<file path="src/hw/rtl/pbm_pkg.sv">
// ----------------------------------------------------------------------------
// pbm_pkg
// Types and constants shared by the pixel background model modules.
// ----------------------------------------------------------------------------
package pbm_pkg;

  localparam int IDX_W   = 14;
  localparam int PIX_W   = 16;
  localparam int FUNC_W  = 3;
  localparam int STORE_W = 32;

  // Normalize dividend: a 32-bit sum, scaled by 256 for the mean, plus half the divisor.
  localparam int DVD_W = 41;
  localparam int CNT_W = $clog2(DVD_W);

  // sqrt(2) in 1.16 fixed point.
  localparam logic [16:0] SQRT2_Q16 = 17'd92682;

  localparam logic [FUNC_W-1:0] FUNC_SUM_MEAN    = 3'd0;
  localparam logic [FUNC_W-1:0] FUNC_SUM_SPREAD  = 3'd1;
  localparam logic [FUNC_W-1:0] FUNC_NORM_MEAN   = 3'd2;
  localparam logic [FUNC_W-1:0] FUNC_NORM_SPREAD = 3'd3;
  localparam logic [FUNC_W-1:0] FUNC_CLASSIFY    = 3'd4;

  localparam logic [1:0] REG_ZETA    = 2'd0;
  localparam logic [1:0] REG_BG_RATE = 2'd1;
  localparam logic [1:0] REG_FG_RATE = 2'd2;

  localparam logic [15:0] ZETA_RESET    = 16'd2560;
  localparam logic [15:0] BG_RATE_RESET = 16'd655;
  localparam logic [15:0] FG_RATE_RESET = 16'd3277;

  typedef enum logic [2:0] {
    OP_NONE,
    OP_SUM_MEAN,
    OP_SUM_SPREAD,
    OP_NORM_MEAN,
    OP_NORM_SPREAD,
    OP_CLASSIFY
  } op_t;

  typedef struct packed {
    op_t  op;
    logic err;
  } phase_ctrl_t;

endpackage

</file>
<file path="src/hw/rtl/pbm_phase.sv">
// ----------------------------------------------------------------------------
// pbm_phase
// Frame counters and phase flags; decides at transfer time what an item does.
// ----------------------------------------------------------------------------
module pbm_phase #(
  parameter int PIXELS     = 16384,
  parameter int MAX_FRAMES = 256,
  parameter int NW         = 9
) (
  input  logic                       clk,
  input  logic                       rst,
  input  logic                       accept,
  input  logic [pbm_pkg::FUNC_W-1:0] func,
  input  logic [pbm_pkg::IDX_W-1:0]  idx,
  output pbm_pkg::phase_ctrl_t       ctrl,
  output logic [NW-1:0]              frames
);
  import pbm_pkg::*;

  logic [NW-1:0] mean_frames, mean_frames_next;
  logic [NW-1:0] spread_frames, spread_frames_next;
  logic          mean_ready, mean_ready_next;
  logic          spread_ready, spread_ready_next;
  logic          first, last, oob, mean_full, spread_full;

  assign first       = (idx == '0);
  assign last        = (32'(idx) == 32'(PIXELS - 1));
  assign oob         = (32'(idx) >= 32'(PIXELS));
  assign mean_full   = (mean_frames == NW'(MAX_FRAMES));
  assign spread_full = (spread_frames == NW'(MAX_FRAMES));
  assign frames      = (func == FUNC_NORM_MEAN) ? mean_frames : spread_frames;

  always_comb begin
    ctrl               = '{op: OP_NONE, err: 1'b1};
    mean_frames_next   = mean_frames;
    spread_frames_next = spread_frames;
    mean_ready_next    = mean_ready;
    spread_ready_next  = spread_ready;
    if (!oob) begin
      case (func)
        FUNC_SUM_MEAN: begin
          if (!mean_ready) begin
            ctrl = '{op: OP_SUM_MEAN, err: 1'b0};
            if (first) begin
              if (mean_full) ctrl.err = 1'b1;
              else mean_frames_next = mean_frames + 1'b1;
            end
          end
        end
        FUNC_SUM_SPREAD: begin
          if (mean_ready && !spread_ready) begin
            ctrl = '{op: OP_SUM_SPREAD, err: 1'b0};
            if (first) begin
              if (spread_full) ctrl.err = 1'b1;
              else spread_frames_next = spread_frames + 1'b1;
            end
          end
        end
        FUNC_NORM_MEAN: begin
          if (!mean_ready && mean_frames != '0) begin
            ctrl = '{op: OP_NORM_MEAN, err: 1'b0};
            if (last) mean_ready_next = 1'b1;
          end
        end
        FUNC_NORM_SPREAD: begin
          if (mean_ready && !spread_ready && spread_frames != '0) begin
            ctrl = '{op: OP_NORM_SPREAD, err: 1'b0};
            if (last) spread_ready_next = 1'b1;
          end
        end
        FUNC_CLASSIFY: begin
          if (spread_ready) ctrl = '{op: OP_CLASSIFY, err: 1'b0};
        end
        default: ;
      endcase
    end
  end

  always_ff @(posedge clk) begin
    if (rst) begin
      mean_frames   <= '0;
      spread_frames <= '0;
      mean_ready    <= 1'b0;
      spread_ready  <= 1'b0;
    end else if (accept) begin
      mean_frames   <= mean_frames_next;
      spread_frames <= spread_frames_next;
      mean_ready    <= mean_ready_next;
      spread_ready  <= spread_ready_next;
    end
  end

endmodule

</file>
<file path="config.mk">
export PLATFORM = sky130hd
export DESIGN_NAME = pbm_phase
export DESIGN_NICKNAME = d
export VERILOG_FILES = /design/src/hw/rtl/pbm_pkg.sv /design/src/hw/rtl/pbm_phase.sv
export SDC_FILE = /design/constraint.sdc
export NUM_CORES = 1
export LEC_CHECK = 0
export BUFFER_PORTS_ARGS = -buffer_cell sky130_fd_sc_hd__buf_2
export CAP_MARGIN = 10
export CORE_ASPECT_RATIO = 1.2
export CORE_MARGIN = 2
export CORE_UTILIZATION = 55
export CTS_CLUSTER_DIAMETER = 40
export CTS_CLUSTER_SIZE = 25
export DETAILED_ROUTE_END_ITERATION = 7
export GPL_ROUTABILITY_DRIVEN = 0
export PLACE_DENSITY = 0.81
export SLEW_MARGIN = 20
export SYNTH_ARGS = -nofsm -noshare
export SYNTH_HDL_FRONTEND = slang
export SYNTH_SLANG_ARGS = --single-unit
</file>
<file path="constraint.sdc">
create_clock -name clk -period 4.65 [get_ports clk]
set_clock_uncertainty 0.05 [all_clocks]
set_input_delay 0.93 -clock clk [delete_from_list [all_inputs] [get_ports clk]]
set_output_delay 0.93 -clock clk [all_outputs]
set_load 0.01 [all_outputs]
</file>
==> results.tsv <==
metric	value	unit
switching_share	0.250	
switching_power	0.0775	mW
syn_area	0.00147	mm²
use_met1	0.356	
yosys-top-cells-area	dfxtp_1, mux2_2, or4_1	
cts_tree	yes	
fin_setup_tns	0	ns
seq_power_share	0.554	
gr-usage-met3	0.0296	
antenna_found_initial	0	
route.detailed.drc	0	
postSynthAreaPerCell	8.17	µm²
power.density	185	mW/mm²
drtIter0Drc	99	
grt_pass1_wl	6.53	mm
first_pass_iters	5	
worst_pin_slew	0.863	ns
critical_path_class	in2out	
p_leak	0.612	nW
synth-async-reset-ratio	0	
use_met2	0.490	
hold_viol	0	
vias_per_cell	6.68	
ys_ff_latch	20	
die_x	51.2	µm
finalSetupViolCount	0	
grt_use_total	0.283	
yosys_warnings	0	
fin_crit_sh	0.783	
globalRoute.busiestLayer	met2	
cts_hold_buf	0	
crit_chain	buf_2 > nor4_1 > nand3_1 > or3b_2 > o211ai_1 > buf_2	
dp_hpwl	3.13	mm
slew_viol_final	0	
postCtsSetupRepairBufs	0	
worstSetupStartpointType	primary input	
max_stage_delay	0.52	ns
path_max_fanout	11	
cp-end-kind	primary output	
grt_pass1_vias	1391	
syn2layout_area_growth	14.0	%
ys_types	40	
post_cts_resized	0	
avgRoutedWirePerCell	17.0	µm
rsz0062_at_grt	no	
hold_class	reg2reg	
die_h	60.6	µm
combPwrFrac	0.104	
maxCapViolCount	0	
grt-ovfl-total	0	
min_period	3.64	ns
synth_top_area_share	0.272	
drive_above_1_share	0.263	
syn_nets	204	
vdd_ir_drop_max	0.113	mV
yosysSeqAreaShare	0.272	
p_int	0.232	mW
crit_arrival	2.66	ns
synth_edf_count	0	
htreeDepth	1	
diodes	0	
ios	33	
path_common_cell	buf_2	
synth_top_area_cell	dfxtp_1	
fmax	275	MHz
numPortBuffers	32	
nets	234	
synth_ff_type	dfxtp_1	
slew_headroom	0.420	
worstPathRequired	3.67	ns
cts_root_buf	clkbuf_4	
crit_slowest_cell	or3b_2	
design.core.area	0.00253	mm²
post-route-util	0.663	
clockPowerShare	0.343	
syn_inst	180	
cts_sinks	20	
vias	1617	
cts_buffer_depth	2	
ant_nets	0	
rows	20	
grt_max_degree	26	
clkTransAtPathRegs	0.12	ns
wirelength	4.11	mm
initial_core_util	0.582	
numCtsBuffers	3	
clock_latency	0.31	ns
dieArea	0.00310	mm²
outcome	completed	
kinds of logic (layout without fill, tap and decap cells):
group	after synthesis	in the layout	synth area share
AND/OR/NAND/NOR	84	84	0.360
multiplexers	12	12	0.0919
flip-flops	20	20	0.272
AO/OA/AOI/OAI	44	44	0.195
buffers and inverters	16	45	0.0468
adder cells (fa/ha/maj)	4	4	0.0340
power groups by stage:
stage               sequential (mW)  clock (mW)  combinational (mW)
floorplan                     0.175           0              0.0150
global route                  0.171       0.115              0.0349
finish                        0.171       0.106              0.0321
detailed placement            0.175           0              0.0313
CTS                           0.171       0.109              0.0314
global placement              0.175           0              0.0297
Yosys cell counts, types with 2 or more instances:
cell type	count
a21oi_1	17
a31oi_1	2
clkbuf_1	6
dfxtp_1	20
ha_1	4
inv_1	8
mux2_2	12
nand2_1	10
nand3_1	10
nand3b_1	2
nand4_1	8
nor2_1	7
nor2b_1	5
nor3_1	2
nor4_1	11
nor4b_1	4
o21ai_0	5
o2bb2ai_1	2
o31ai_1	9
or3_1	2
or4_1	13
or4_4	2
or4bb_1	2
per-stage QoR:
stage	hold WS (ns)	area, µm²	total power [mW]	instances	setup slack [ns]
2_1_floorplan	0.415	1470	0.190	180	1.27
3_3_place_gp	0.442	1640	0.205	238	1.15
3_5_place_dp	0.449	1640	0.206	238	1.04
4_1_cts	0.470	1680	0.311	242	1.04
5_1_grt	0.517	1680	0.321	242	0.934
6_report	0.471	1680	0.309	242	1.01
layer usage:
layer | wire length, µm | up-vias
li1 | - | 774
met1 | 1630 | 751
met2 | 2120 | 81
met3 | 261 | 11
met4 | 103 | 0
met5 | 0 | -
state kept, by name, indices dropped and copies added (netlist names):
register       flops
mean_ready         1
spread_frames      9
spread_ready       1
mean_frames        9
cell type report:
class	count	area [µm²]
timing repair buffer	33	168
tap	33	41.3
inverter	8	30.0
multi-input combinational	144	1000
fill	230	851
clock buffer	4	36.3
sequential	20	400
placed cells by master, fill, tap and decap left out, types with 2 or more instances in the layout:
master,instances
inv_1,8
nand3b_1,2
nor4_1,11
or4_4,2
or4bb_1,2
nor2b_1,5
nand2_1,10
clkbuf_4,3
o21ai_0,5
mux2_2,12
dfxtp_1,20
or4_1,13
buf_2,32
nor3_1,2
nor2_1,7
o31ai_1,9
a21oi_1,17
o2bb2ai_1,2
nand3_1,10
a31oi_1,2
nand4_1,8
nor4b_1,4
ha_1,4
or3_1,2
worst max-delay path, delay by kind of cell:
kind / cells / cell delay [ns]
AND/OR/NAND/NOR: 3 / 1.26
AO/OA/AOI/OAI: 1 / 0.16
buffers and inverters: 2 / 0.31
worst paths after layout:
check,cells after the start,from,endpoint,slack (ns)
max,6,func[1],ctrl[0],1.01
min,2,mean_frames[7]$_SDFFE_PP0P_,mean_frames[7]$_SDFFE_PP0P_,0.47
min reg2reg,2,mean_frames[7]$_SDFFE_PP0P_,mean_frames[7]$_SDFFE_PP0P_,0.47
max reg2reg,4,mean_ready$_SDFFE_PP0P_,spread_frames[7]$_SDFFE_PP0P_,2.16
No activity file was read; power rests on OpenSTA's default activity.
